File: src/design/rdc_pkg.sv
// ----------------------------------------------------------------------------
// rdc_pkg
// Shared types, constants and helpers for the radix digit converter.
// ----------------------------------------------------------------------------
package rdc_pkg;

    // Field widths that do not vary with the value width
    localparam int RADIX_W    = 6;
    localparam int DIGIT_W    = 7;
    localparam int OUT_DATA_W = 8;
    localparam int REM_W      = RADIX_W + 1;

    // Range of accepted bases
    localparam logic [RADIX_W-1:0] RADIX_MIN = RADIX_W'(2);
    localparam logic [RADIX_W-1:0] RADIX_MAX = RADIX_W'(36);

    // Character mapping constants
    localparam logic [DIGIT_W-1:0] CHAR_ZERO   = DIGIT_W'(8'h30);
    localparam logic [DIGIT_W-1:0] CHAR_A      = DIGIT_W'(8'h41);
    localparam logic [DIGIT_W-1:0] CHAR_NONE   = DIGIT_W'(0);
    localparam logic [RADIX_W-1:0] DEC_LIMIT   = RADIX_W'(9);
    localparam logic [DIGIT_W-1:0] DEC_COUNT   = DIGIT_W'(10);

    // Quotient bits resolved per cycle by the divider
    localparam int DIV_STEPS = 8;

    // Classification travelling with each queued request
    typedef struct packed {
        logic               bad;
        logic [RADIX_W-1:0] radix;
    } rdc_cls_t;

    // Back-end sequencer states
    typedef enum logic [2:0] {
        ST_IDLE,
        ST_DIV,
        ST_READ,
        ST_EMIT,
        ST_ERR
    } rdc_state_t;

    // Map a digit value to its ASCII character
    function automatic logic [DIGIT_W-1:0] digit_ascii(input logic [RADIX_W-1:0] d);
        logic [DIGIT_W-1:0] c;
        if (d > DEC_LIMIT)
        begin
            c = CHAR_A + DIGIT_W'(d) - DEC_COUNT;
        end
        else
        begin
            c = CHAR_ZERO + DIGIT_W'(d);
        end
        return c;
    endfunction

endpackage

File: src/design/radix_digit_converter.sv
// ----------------------------------------------------------------------------
// radix_digit_converter
// Converts a non-negative integer to ASCII digits in a base from 2 to 36.
// ----------------------------------------------------------------------------
// Each request carries a value and a base. The block returns one character
// per digit, most significant first, with tlast on the final digit; zero
// gives the single digit '0'. A base outside 2 to 36 gives a single output
// with character 0, tlast set and tuser set. Requests queue in a two-entry
// buffer while the back end works. Each digit is found in the shared
// divider, which resolves eight quotient bits per cycle, and pushed on the
// digit stack; once the value reaches zero the digits are read back from the
// stack and presented one by one.
module radix_digit_converter
    import rdc_pkg::*;
#(
    parameter int VALUE_BITS = 31
)
(
    input  logic                  clk,
    input  logic                  rst_n,
    input  logic                  s_axis_tvalid,
    output logic                  s_axis_tready,
    input  logic [((VALUE_BITS+RADIX_W+7)/8)*8-1:0] s_axis_tdata, // value, radix
    output logic                  m_axis_tvalid,
    input  logic                  m_axis_tready,
    output logic [OUT_DATA_W-1:0] m_axis_tdata,   // digit_char
    output logic                  m_axis_tlast,   // last_digit
    output logic                  m_axis_tuser    // bad_radix
);

    localparam int IN_W = ((VALUE_BITS + RADIX_W + 7) / 8) * 8;

    logic                  q_valid;
    logic                  q_ready;
    logic [VALUE_BITS-1:0] q_value;
    rdc_cls_t              q_cls;
    logic [DIGIT_W-1:0]    out_char;

    // Request intake and queue
    rdc_front #(
        .VALUE_BITS (VALUE_BITS),
        .IN_W       (IN_W)
    ) u_front (
        .clk           (clk),
        .rst_n         (rst_n),
        .s_axis_tvalid (s_axis_tvalid),
        .s_axis_tready (s_axis_tready),
        .s_axis_tdata  (s_axis_tdata),
        .q_valid       (q_valid),
        .q_ready       (q_ready),
        .q_value       (q_value),
        .q_cls         (q_cls)
    );

    // Conversion and output
    rdc_back #(
        .VALUE_BITS (VALUE_BITS)
    ) u_back (
        .clk       (clk),
        .rst_n     (rst_n),
        .q_valid   (q_valid),
        .q_ready   (q_ready),
        .q_value   (q_value),
        .q_cls     (q_cls),
        .out_valid (m_axis_tvalid),
        .out_ready (m_axis_tready),
        .out_char  (out_char),
        .out_last  (m_axis_tlast),
        .out_bad   (m_axis_tuser)
    );

    assign m_axis_tdata = {{(OUT_DATA_W-DIGIT_W){1'b0}}, out_char};

endmodule

File: src/design/rdc_front.sv
// ----------------------------------------------------------------------------
// rdc_front
// Accepts conversion requests, checks the base and holds them in a
// two-entry queue for the back end.
// ----------------------------------------------------------------------------
module rdc_front
    import rdc_pkg::*;
#(
    parameter int VALUE_BITS = 31,
    parameter int IN_W       = 40
)
(
    input  logic                  clk,
    input  logic                  rst_n,
    input  logic                  s_axis_tvalid,
    output logic                  s_axis_tready,
    input  logic [IN_W-1:0]       s_axis_tdata,   // value, radix
    output logic                  q_valid,
    input  logic                  q_ready,
    output logic [VALUE_BITS-1:0] q_value,
    output rdc_cls_t              q_cls
);

    logic [VALUE_BITS-1:0] val_reg [2];
    rdc_cls_t              cls_reg [2];
    logic                  wr_ptr_reg, wr_ptr_next;
    logic                  rd_ptr_reg, rd_ptr_next;
    logic [1:0]            count_reg, count_next;
    logic                  push, pop;
    logic [RADIX_W-1:0]    in_radix;
    rdc_cls_t              in_cls;

    // Unpack and classify the incoming request
    assign in_radix   = s_axis_tdata[VALUE_BITS +: RADIX_W];
    assign in_cls.radix = in_radix;
    assign in_cls.bad   = (in_radix < RADIX_MIN) || (in_radix > RADIX_MAX);

    // Queue handshakes
    assign s_axis_tready = (count_reg != 2'd2);
    assign q_valid       = (count_reg != 2'd0);
    assign push          = s_axis_tvalid && s_axis_tready;
    assign pop           = q_valid && q_ready;
    assign q_value       = val_reg[rd_ptr_reg];
    assign q_cls         = cls_reg[rd_ptr_reg];

    // Pointer and occupancy update
    always_comb
    begin
        wr_ptr_next = wr_ptr_reg ^ push;
        rd_ptr_next = rd_ptr_reg ^ pop;
        count_next  = count_reg + {1'b0, push} - {1'b0, pop};
    end

    always_ff @(posedge clk or negedge rst_n)
    begin
        if (!rst_n)
        begin
            wr_ptr_reg <= 1'b0;
            rd_ptr_reg <= 1'b0;
            count_reg  <= 2'd0;
        end
        else
        begin
            wr_ptr_reg <= wr_ptr_next;
            rd_ptr_reg <= rd_ptr_next;
            count_reg  <= count_next;
        end
    end

    // Queue storage
    always_ff @(posedge clk)
    begin
        if (push)
        begin
            val_reg[wr_ptr_reg] <= s_axis_tdata[VALUE_BITS-1:0];
            cls_reg[wr_ptr_reg] <= in_cls;
        end
    end

endmodule

File: src/design/rdc_back.sv
// ----------------------------------------------------------------------------
// rdc_back
// Divides the value repeatedly by the base, stacks the remainders and
// sends them out as characters, most significant digit first.
// ----------------------------------------------------------------------------
module rdc_back
    import rdc_pkg::*;
#(
    parameter int VALUE_BITS = 31
)
(
    input  logic                  clk,
    input  logic                  rst_n,
    input  logic                  q_valid,
    output logic                  q_ready,
    input  logic [VALUE_BITS-1:0] q_value,
    input  rdc_cls_t              q_cls,
    output logic                  out_valid,
    input  logic                  out_ready,
    output logic [DIGIT_W-1:0]    out_char,
    output logic                  out_last,
    output logic                  out_bad
);

    localparam int CHUNKS  = (VALUE_BITS + DIV_STEPS - 1) / DIV_STEPS;
    localparam int PAD_W   = CHUNKS * DIV_STEPS;
    localparam int CHUNK_W = $clog2(CHUNKS + 1);
    localparam int CNT_W   = $clog2(VALUE_BITS + 1);
    localparam int ADDR_W  = $clog2(VALUE_BITS);

    rdc_state_t          state_reg, state_next;
    logic [PAD_W-1:0]    work_reg, work_next;
    logic [REM_W-1:0]    rem_reg, rem_next;
    logic [RADIX_W-1:0]  radix_reg, radix_next;
    logic [CHUNK_W-1:0]  chunk_reg, chunk_next;
    logic [CNT_W-1:0]    cnt_reg, cnt_next;
    logic                out_valid_reg, out_valid_next;
    logic [DIGIT_W-1:0]  out_char_reg, out_char_next;
    logic                out_last_reg, out_last_next;
    logic                out_bad_reg, out_bad_next;
    logic [RADIX_W-1:0]  digit_mem [VALUE_BITS];
    logic [RADIX_W-1:0]  rd_data_reg;
    logic                mem_we;
    logic [CNT_W-1:0]    cnt_dec;
    logic [PAD_W-1:0]    div_work;
    logic [REM_W-1:0]    div_rem;
    logic                last_chunk;
    logic                out_free;

    assign cnt_dec    = cnt_reg - CNT_W'(1);
    assign last_chunk = (chunk_reg == CHUNK_W'(CHUNKS - 1));
    assign out_free   = !out_valid_reg || out_ready;

    assign out_valid = out_valid_reg;
    assign out_char  = out_char_reg;
    assign out_last  = out_last_reg;
    assign out_bad   = out_bad_reg;

    // One chunk of restoring division, resolving DIV_STEPS quotient bits
    always_comb
    begin
        div_work = work_reg;
        div_rem  = rem_reg;
        for (int i = 0; i < DIV_STEPS; i++)
        begin
            div_rem  = {div_rem[REM_W-2:0], div_work[PAD_W-1]};
            div_work = {div_work[PAD_W-2:0], 1'b0};
            if (div_rem >= {1'b0, radix_reg})
            begin
                div_rem     = div_rem - {1'b0, radix_reg};
                div_work[0] = 1'b1;
            end
        end
    end

    // Sequencer: next state, datapath and output register updates
    always_comb
    begin
        state_next     = state_reg;
        work_next      = work_reg;
        rem_next       = rem_reg;
        radix_next     = radix_reg;
        chunk_next     = chunk_reg;
        cnt_next       = cnt_reg;
        out_valid_next = out_valid_reg && !out_ready;
        out_char_next  = out_char_reg;
        out_last_next  = out_last_reg;
        out_bad_next   = out_bad_reg;
        q_ready        = 1'b0;
        mem_we         = 1'b0;

        unique case (state_reg)
            ST_IDLE:
            begin
                q_ready = 1'b1;
                if (q_valid)
                begin
                    work_next  = PAD_W'(q_value);
                    radix_next = q_cls.radix;
                    rem_next   = '0;
                    chunk_next = '0;
                    cnt_next   = '0;
                    state_next = q_cls.bad ? ST_ERR : ST_DIV;
                end
            end

            ST_DIV:
            begin
                work_next = div_work;
                rem_next  = div_rem;
                if (last_chunk)
                begin
                    mem_we     = 1'b1;
                    cnt_next   = cnt_reg + CNT_W'(1);
                    rem_next   = '0;
                    chunk_next = '0;
                    if (div_work == '0)
                    begin
                        state_next = ST_READ;
                    end
                end
                else
                begin
                    chunk_next = chunk_reg + CHUNK_W'(1);
                end
            end

            ST_READ:
            begin
                state_next = ST_EMIT;
            end

            ST_EMIT:
            begin
                if (out_free)
                begin
                    out_valid_next = 1'b1;
                    out_char_next  = digit_ascii(rd_data_reg);
                    out_last_next  = (cnt_reg == CNT_W'(1));
                    out_bad_next   = 1'b0;
                    cnt_next       = cnt_dec;
                    state_next     = (cnt_reg == CNT_W'(1)) ? ST_IDLE : ST_READ;
                end
            end

            ST_ERR:
            begin
                if (out_free)
                begin
                    out_valid_next = 1'b1;
                    out_char_next  = CHAR_NONE;
                    out_last_next  = 1'b1;
                    out_bad_next   = 1'b1;
                    state_next     = ST_IDLE;
                end
            end

            default:
            begin
                state_next = ST_IDLE;
            end
        endcase
    end

    // Control registers
    always_ff @(posedge clk or negedge rst_n)
    begin
        if (!rst_n)
        begin
            state_reg     <= ST_IDLE;
            chunk_reg     <= '0;
            cnt_reg       <= '0;
            out_valid_reg <= 1'b0;
        end
        else
        begin
            state_reg     <= state_next;
            chunk_reg     <= chunk_next;
            cnt_reg       <= cnt_next;
            out_valid_reg <= out_valid_next;
        end
    end

    // Datapath and output payload registers
    always_ff @(posedge clk)
    begin
        work_reg     <= work_next;
        rem_reg      <= rem_next;
        radix_reg    <= radix_next;
        out_char_reg <= out_char_next;
        out_last_reg <= out_last_next;
        out_bad_reg  <= out_bad_next;
    end

    // Digit stack: written low digit first, read back from the top
    always_ff @(posedge clk)
    begin
        if (mem_we)
        begin
            digit_mem[cnt_reg[ADDR_W-1:0]] <= div_rem[RADIX_W-1:0];
        end
        rd_data_reg <= digit_mem[cnt_dec[ADDR_W-1:0]];
    end

endmodule
File: config.mk
export PLATFORM = sky130hd
export DESIGN_NAME = radix_digit_converter
export DESIGN_NICKNAME = d
export VERILOG_FILES = /design/src/design/rdc_pkg.sv /design/src/design/radix_digit_converter.sv /design/src/design/rdc_front.sv /design/src/design/rdc_back.sv
export SDC_FILE = /design/constraint.sdc
export NUM_CORES = 1
export LEC_CHECK = 0
export BUFFER_PORTS_ARGS = -buffer_cell sky130_fd_sc_hd__buf_2
export CORE_ASPECT_RATIO = 1.4
export CORE_UTILIZATION = 55
export CTS_CLUSTER_SIZE = 14
export DETAILED_ROUTE_END_ITERATION = 10
export MAX_ROUTING_LAYER = met4
export PLACE_DENSITY = 0.79
export SETUP_SLACK_MARGIN = 0.1
export SLEW_MARGIN = 40
export SYNTH_ARGS = -nofsm -noshare
export SYNTH_HDL_FRONTEND = slang
export SYNTH_SLANG_ARGS = --single-unit
File: constraint.sdc
create_clock -name clk -period 17 [get_ports clk]
set_input_delay 5.1 -clock clk [delete_from_list [all_inputs] [get_ports clk]]
set_output_delay 5.1 -clock clk [all_outputs]
set_load 0.05 [all_outputs]
==> flow_summary_export.csv, run 1 <==
group,metric,value,unit
synthesis,synthCells,1191,
global_routing,grt_overflow,0,
drt,highest_layer,"met4",
worst_setup_path,crit_family,"compound AO/OA/AOI/OAI gates",
hold_path,hp-class,"reg2reg",
layout,final_util,65.93,%
drt,wire_per_inst,20.98,um
drt,drc_errors,0,
layout,syn_to_final_growth,17.11,%
place,portBuffers,51,
worst_setup_path,path_class,"reg2reg",
flow_run,cap_violations,0,
die,die_area,30750,um^2
worst_setup_path,crit_path_frequent_cell,"buf_4",
synthesis,ys.flop_type,"edfxtp_1",
drt,vias_per_cell,5.837,
clock_network,clock_path_buffers,3,
synthesis,async_flop_share,4.748,%
timing,holdWs,0.5067,ns
timing,fmax,0.06233,GHz
synthesis,ys_types,85,
worst_setup_path,endpoint_kind,"flip-flop",
synthesis,syn_nets,1304,
global_routing,antenna_found_initial,0,
worst_setup_path,reg2reg_to,"u_back.digit_mem[4][0]$_DFFE_PP_",
clock_network,clock_sinks,337,
synthesis,yosysTopAreaCellShare,57.24,%
die,die_h,207.1,um
worst_setup_path,crit_path_max_fanout,9,
drt,wl_met1,13760,um
timing,worst_slack,0.9572,ns
timing,finalClockSkew,0.01632,ns
clock_network,ctsRootBufferMaster,"clkbuf_16",
drt,vias,10370,
timing,rsz0062_at_grt,"false",
timing,setup_viol,0,
drt,ant_nets,0,
worst_setup_path,cp_slowest_cell,"a2111o_1",
synthesis,yosys.cell_count.top_type,"edfxtp_1",
synthesis,synth_edf_count,315,
layout,drive_above_1_share,25.43,%
layout,largest_register_ffs,186,
worst_setup_path,cp-startpoint,"u_back.radix_reg[5]$_DFFE_PP_",
clock_network,clkSlewWorstSetupHoldPaths,0.06,ns
synthesis,synth.largest_area_cell,"edfxtp_1",
worst_setup_path,critical_path_depth,80,
worst_setup_path,arrival,16.46,ns
worst_setup_path,reg2reg_from,"u_back.radix_reg[5]$_DFFE_PP_",
synthesis,ys_seq_area_share,60.39,%
clock_network,clkLatencyLatePin,0.56,ns
clock_network,htreeDepth,1,
worst_setup_path,start_kind,"flip-flop",
worst_setup_path,worstRegToRegCells,80,
timing,setup_tns,0,ns
synthesis,synth_area_per_cell,13.87,um^2
global_routing,grt_pass1_vias,10670,
drt,first_iter_violations,625,
run_status,status,"complete, no violations",
die,core_area,29350,um^2
clock_network,tritoncts,"done",
global_routing,grt_pass1_wl,56810,um
global_routing,grt_usage,25.23,%
place,gp_congestion,0.9529,
drt,wl_met3,1607,um
die,io_pins,56,
synthesis,syn-cell-area,16520,um^2
clock_network,cts-buffers-inserted,30,
synthesis,synth_common_cells,"edfxtp_1 (315), nor2_1 (102), nand2_1 (75), o21ai_0 (63), ha_1 (61)",
worst_setup_path,crit_required,17.42,ns
worst_setup_path,r2r_slack,0.96,ns
synthesis,ys_warn_count,0,
timing,timing.final.crit_share,94.37,%
drt,wl_met2,20040,um
timing,worst_pin_slew,0.7813,ns
global_routing,grt_max_degree,64,
die,num_rows,74,
synthesis,yosys-top-cells-area,"edfxtp_1 (57%), mux4_2 (7.4%), ha_1 (4.6%), mux2i_1 (3.0%), dfrtp_1 (2.4%)",
timing,hold_viol_final,0,
drt,drt_pass1_iterations,5,
worst_setup_path,crit_buf_inv,12,
worst_setup_path,crit_end,"u_back.digit_mem[4][0]$_DFFE_PP_",
place,dp_slack,0.1932,ns
timing,maxSlewHeadroom,47.54,%
die,die_w,148.5,um
worst_setup_path,cp_slowest_stage_delay,0.52,ns
timing,finalCriticalPeriod,16.04,ns
drt,drt_wl_total,37290,um
layout,nets,1485,
die,initial_core_util,56.30,%
synthesis,ys_ff_latch,337,
place,dp_hpwl,26680,um
timing,slew_violations,0,
[layout make-up]
type / instances / area (um^2)
diodes: 1 / 2.502
clock buffers: 49 / 903.4
clock inverters: 7 / 33.78
fillers: 2062 / 9998
inverters: 56 / 210.2
multi-input cells: 758 / 6375
flip-flops and latches: 337 / 9982
well taps: 380 / 475.5
repair buffers: 189 / 1370
[what timing repair did]
action                                  CTS  global route
hold buffers                              0             0
cloned                                    0             3
setup buffers                             0             3
endpoints found under the hold margin     0             0
resized for setup                         1            38
pin swaps                                 0            18
endpoints found under the setup margin   19           195
[per-layer routing]
layer,global-route usage (%),up-vias
met5,-,-
met4,11.98,0
met2,44.81,270
met3,3.282,92
met1,27.58,5079
li1,-,4932
[cells in the final DEF, fill, tap and decap left out, types with 18 or more instances in the layout]
| cell | instances |
|---|---|
| mux4_2 | 54 |
| nand2_1 | 75 |
| ha_1 | 56 |
| buf_4 | 130 |
| mux2i_1 | 48 |
| nor2_1 | 101 |
| nor3_1 | 23 |
| buf_2 | 51 |
| xnor2_1 | 22 |
| a21oi_1 | 40 |
| edfxtp_1 | 315 |
| clkbuf_16 | 32 |
| inv_1 | 54 |
| nor2b_1 | 18 |
| o21ai_0 | 54 |
[kinds of logic (layout without fill, tap and decap cells)]
| group | after synthesis | after routing | share of synthesized area, % |
|---|---|---|---|
| AOI/OAI and AO/OA | 228 | 228 | 9.298 |
| xor gates and xnor gates | 34 | 34 | 1.802 |
| and+or+nand+nor | 300 | 300 | 8.655 |
| DFF | 337 | 337 | 60.39 |
| buffers and inverters | 97 | 301 | 2.264 |
| other | 1 | 2 | 0.02269 |
| adders and majority gates | 69 | 69 | 5.588 |
| muxes | 125 | 126 | 11.98 |
[worst min-delay path by stage]
stage | from | endpoint | slack [ns] | cells after the start
detailed placement | u_back.chunk_reg[2]$_DFFE_PN0P_ | u_back.chunk_reg[2]$_DFFE_PN0P_ | 0.49 | 1
global route | u_back.chunk_reg[2]$_DFFE_PN0P_ | u_back.chunk_reg[2]$_DFFE_PN0P_ | 0.52 | 1
CTS | u_back.chunk_reg[2]$_DFFE_PN0P_ | u_back.chunk_reg[2]$_DFFE_PN0P_ | 0.51 | 1
global placement | u_front.count_reg[1]$_DFF_PN0_ | u_front.count_reg[1]$_DFF_PN0_ | 0.48 | 1
floorplan | u_back.chunk_reg[0]$_DFFE_PN0P_ | u_back.chunk_reg[0]$_DFFE_PN0P_ | 0.47 | 1
finish | u_back.chunk_reg[2]$_DFFE_PN0P_ | u_back.chunk_reg[2]$_DFFE_PN0P_ | 0.51 | 1
[worst reg2reg max path: cells and delay by family, from the launching register on]
kind	cells	cell delay, ns
buffers and inverters	12	1.85
muxes	6	1.34
AOI/OAI and AO/OA	40	7.88
and+or+nand+nor	14	2.17
adders and majority gates	8	2.25
DFF	1	0.39
[metrics by stage]
step / cells / cell area, um^2
floorplan: 1191 / 16530
global placement: 1714 / 18170
detailed placement: 1714 / 18200
CTS: 1770 / 19140
global route: 1776 / 19350
finish: 1777 / 19350
Power of run 1 is left out: the tool's default activity adds up to more than one toggle a clock period on the data nets, which glitch-free logic cannot reach.
==> inputs of run 2 (changes only) <==
- SYNTH_HIERARCHICAL: not set -> 1
==> run 2 against run 1 <==
  * First-iteration DRC count up 9.6%
  * Global-route usage up 0.36 points
  * Clock-buffer cell count down 11
  * Via count down 4.4%
==> flow_summary_export.csv, run 2 <==
group,metric,value,unit
timing,slew_violations,0,
synthesis,ys_seq_area_share,61.25,%
place,portBuffers,51,
hold_path,worstHoldStart,"u_back/chunk_reg[0]$_DFFE_PN0P_",
clock_network,clkLatencyLatePin,0.56,ns
synthesis,yosys.area_share.simple,9.055,%
clock_network,postCtsHoldBufs,0,
synthesis,synth.largest_area_cell,"edfxtp_1",
worst_setup_path,crit_path_frequent_cell,"ha_1",
timing,rsz0062_at_grt,"false",
die,die_w,147.5,um
synthesis,synth-compound-area-share,7.004,%
synthesis,synth_edf_count,315,
synthesis,async_flop_share,4.748,%
layout,largest_register_ffs,186,
global_routing,antenna_found_initial,0,
layout,multi_input_area,6001,um^2
worst_setup_path,cp_slowest_cell,"or4_4",
drt,drt_pass1_iterations,5,
drt,drc_errors,0,
synthesis,syn-cell-area,16290,um^2
timing,finalClockSkew,0.01096,ns
global_routing,grt_pass1_wl,56160,um
worst_setup_path,reg2reg_to,"u_back/digit_mem[2][1]$_DFFE_PP_",
layout,drive_above_1_share,25.42,%
run_status,status,"complete, no violations",
layout,layout_common_cells,"edfxtp_1 (315), nand2_1 (131), buf_4 (80), nor2_1 (71), ha_1 (58)",
synthesis,yosysTopAreaCellShare,58.06,%
worst_setup_path,crit_required,17.29,ns
worst_setup_path,arrival,16.07,ns
global_routing,grt_pass1_vias,10440,
synthesis,synth-xor-area-share,1.935,%
drt,vias,9917,
synthesis,ys_warn_count,6,
die,die_area,30320,um^2
clock_network,clkSlewWorstSetupHoldPaths,0.07,ns
timing,timing.final.crit_share,92.84,%
synthesis,ys_ff_latch,337,
layout,fillers,2091,
timing,hold_viol_final,0,
drt,vias_per_cell,5.910,
synthesis,synth_area_per_cell,14.19,um^2
layout,syn_to_final_growth,13.99,%
drt,wire_per_inst,21.79,um
clock_network,clock_path_buffers,3,
synthesis,synth_top_family_by_area,"multiplexers",
synthesis,synthMuxAreaShare,12.65,%
timing,finalCriticalPeriod,15.78,ns
synthesis,ys.flop_type,"edfxtp_1",
worst_setup_path,cp_slowest_stage_delay,0.49,ns
worst_setup_path,path_class,"reg2reg",
worst_setup_path,r2r_slack,1.22,ns
timing,worst_pin_slew,0.8079,ns
synthesis,synthCells,1148,
clock_network,clock_sinks,337,
hold_path,whs_path_depth,1,
global_routing,grt_usage,25.58,%
synthesis,ys_types,77,
global_routing,grt_overflow,0,
clock_network,ctsRootBufferMaster,"clkbuf_16",
timing,fmax,0.06336,GHz
synthesis,yosys.cell_count.top_type,"edfxtp_1",
layout,num_antenna_cells,0,
layout,nets,1389,
timing,maxSlewHeadroom,46.02,%
place,gp_congestion,0.9534,
clock_network,cts-buffers-inserted,31,
drt,ant_nets,0,
synthesis,synth_common_cells,"edfxtp_1 (315), nand2_1 (131), nor2_1 (73), ha_1 (60), inv_1 (56)",
global_routing,grt_max_degree,56,
worst_setup_path,endpoint_kind,"flip-flop",
die,io_pins,56,
timing,setup_viol,0,
drt,drt_wl_total,36560,um
worst_setup_path,worstRegToRegCells,76,
worst_setup_path,start_kind,"flip-flop",
place,dp_hpwl,25830,um
clock_network,tritoncts,"done",
synthesis,yosys-top-cells-area,"edfxtp_1 (58%), mux4_2 (7.5%), ha_1 (4.6%), nand2_1 (3.0%), mux2_2 (2.9%)",
die,num_rows,74,
layout,final_common_cell,"edfxtp_1",
clock_network,htreeDepth,1,
die,die_h,205.6,um
hold_path,hold-path-endpoint,"u_back/chunk_reg[0]$_DFFE_PN0P_",
timing,setup_tns,0,ns
worst_setup_path,crit_path_max_fanout,31,
die,core_area,29170,um^2
synthesis,syn_nets,1260,
flow_run,cap_violations,0,
layout,regArea,9985,um^2
hold_path,hp-class,"reg2reg",
die,initial_core_util,55.86,%
worst_setup_path,reg2reg_from,"u_back/work_reg[31]$_SDFFCE_PN0P_",
drt,first_iter_violations,685,
synthesis,synth_adder_area_share,5.591,%
-- run 2: cells by family after synthesis --
family | count (synthesis)
xor gates and xnor gates | 36
AOI/OAI and AO/OA | 170
muxes | 127
buffers and inverters | 98
and+or+nand+nor | 311
adders and majority gates | 68
other | 1
DFF | 337
-- run 2: worst max-delay path by stage --
| stage | start | to | depth (start not counted) |
|---|---|---|---|
| 6_report | u_back/work_reg[31]$_SDFFCE_PN0P_ | u_back/digit_mem[2][1]$_DFFE_PP_ | 76 |
| 3_5_place_dp | u_back/radix_reg[2]$_DFFE_PP_ | u_back/state_reg[1]$_DFFE_PN0P_ | 77 |
| 3_3_place_gp | u_back/radix_reg[4]$_DFFE_PP_ | u_back/digit_mem[0][0]$_DFFE_PP_ | 72 |
| 5_1_grt | u_back/work_reg[31]$_SDFFCE_PN0P_ | u_back/state_reg[1]$_DFFE_PN0P_ | 82 |
| 4_1_cts | u_back/radix_reg[2]$_DFFE_PP_ | u_back/state_reg[1]$_DFFE_PN0P_ | 77 |
| 2_1_floorplan | u_back/radix_reg[1]$_DFFE_PP_ | u_back/digit_mem[0][2]$_DFFE_PP_ | 74 |
-- run 2: routing by layer --
layer / global-route usage (%) / up-vias / share of wire [%]
li1: - / 4587 / -
met1: 24.82 / 4936 / 34
met2: 48.08 / 286 / 56
met3: 3.548 / 108 / 4.1
met4: 14.84 / 0 / 5.7
met5: - / - / 0
-- run 2: what timing repair did --
action,4_1_cts,5_1_grt
resized for setup,0,13
setup endpoints to repair,0,195
buffers inserted,0,1
-- run 2: critical path: cells and delay by family (launching register included) --
family          cells  cell delay, ns
fa+ha+maj           8            2.21
flops               1            0.45
buf+inv            11            1.55
mux                 5            1.72
compound gates     35            6.51
simple gates       17            2.99
-- run 2: per-stage QoR --
| step | std cells | area, um^2 | hold WS [ns] | util (%) | setup slack [ns] |
|---|---|---|---|---|---|
| floorplan | 1148 | 16290 | 0.4670 | - | 0.4287 |
| global placement | 1623 | 17560 | 0.4862 | 60.21 | 0.6256 |
| detailed placement | 1623 | 17590 | 0.4942 | 60.32 | 0.6405 |
| CTS | 1677 | 18520 | 0.5137 | 63.50 | 0.5181 |
| global route | 1678 | 18570 | 0.5262 | 63.68 | 0.1185 |
| finish | 1678 | 18570 | 0.5179 | 63.68 | 1.217 |
-- run 2: final cells by class --
| type | instances | area share [%] |
|---|---|---|
| multi-input cells | 713 | 32.31 |
| clock inverters | 16 | 0.6872 |
| inverters | 57 | 1.152 |
| well taps | 380 | 2.560 |
| repair buffers | 137 | 5.208 |
| clock buffers | 38 | 4.319 |
| flip-flops and latches | 337 | 53.76 |
Power of run 2 is left out for the same reason.
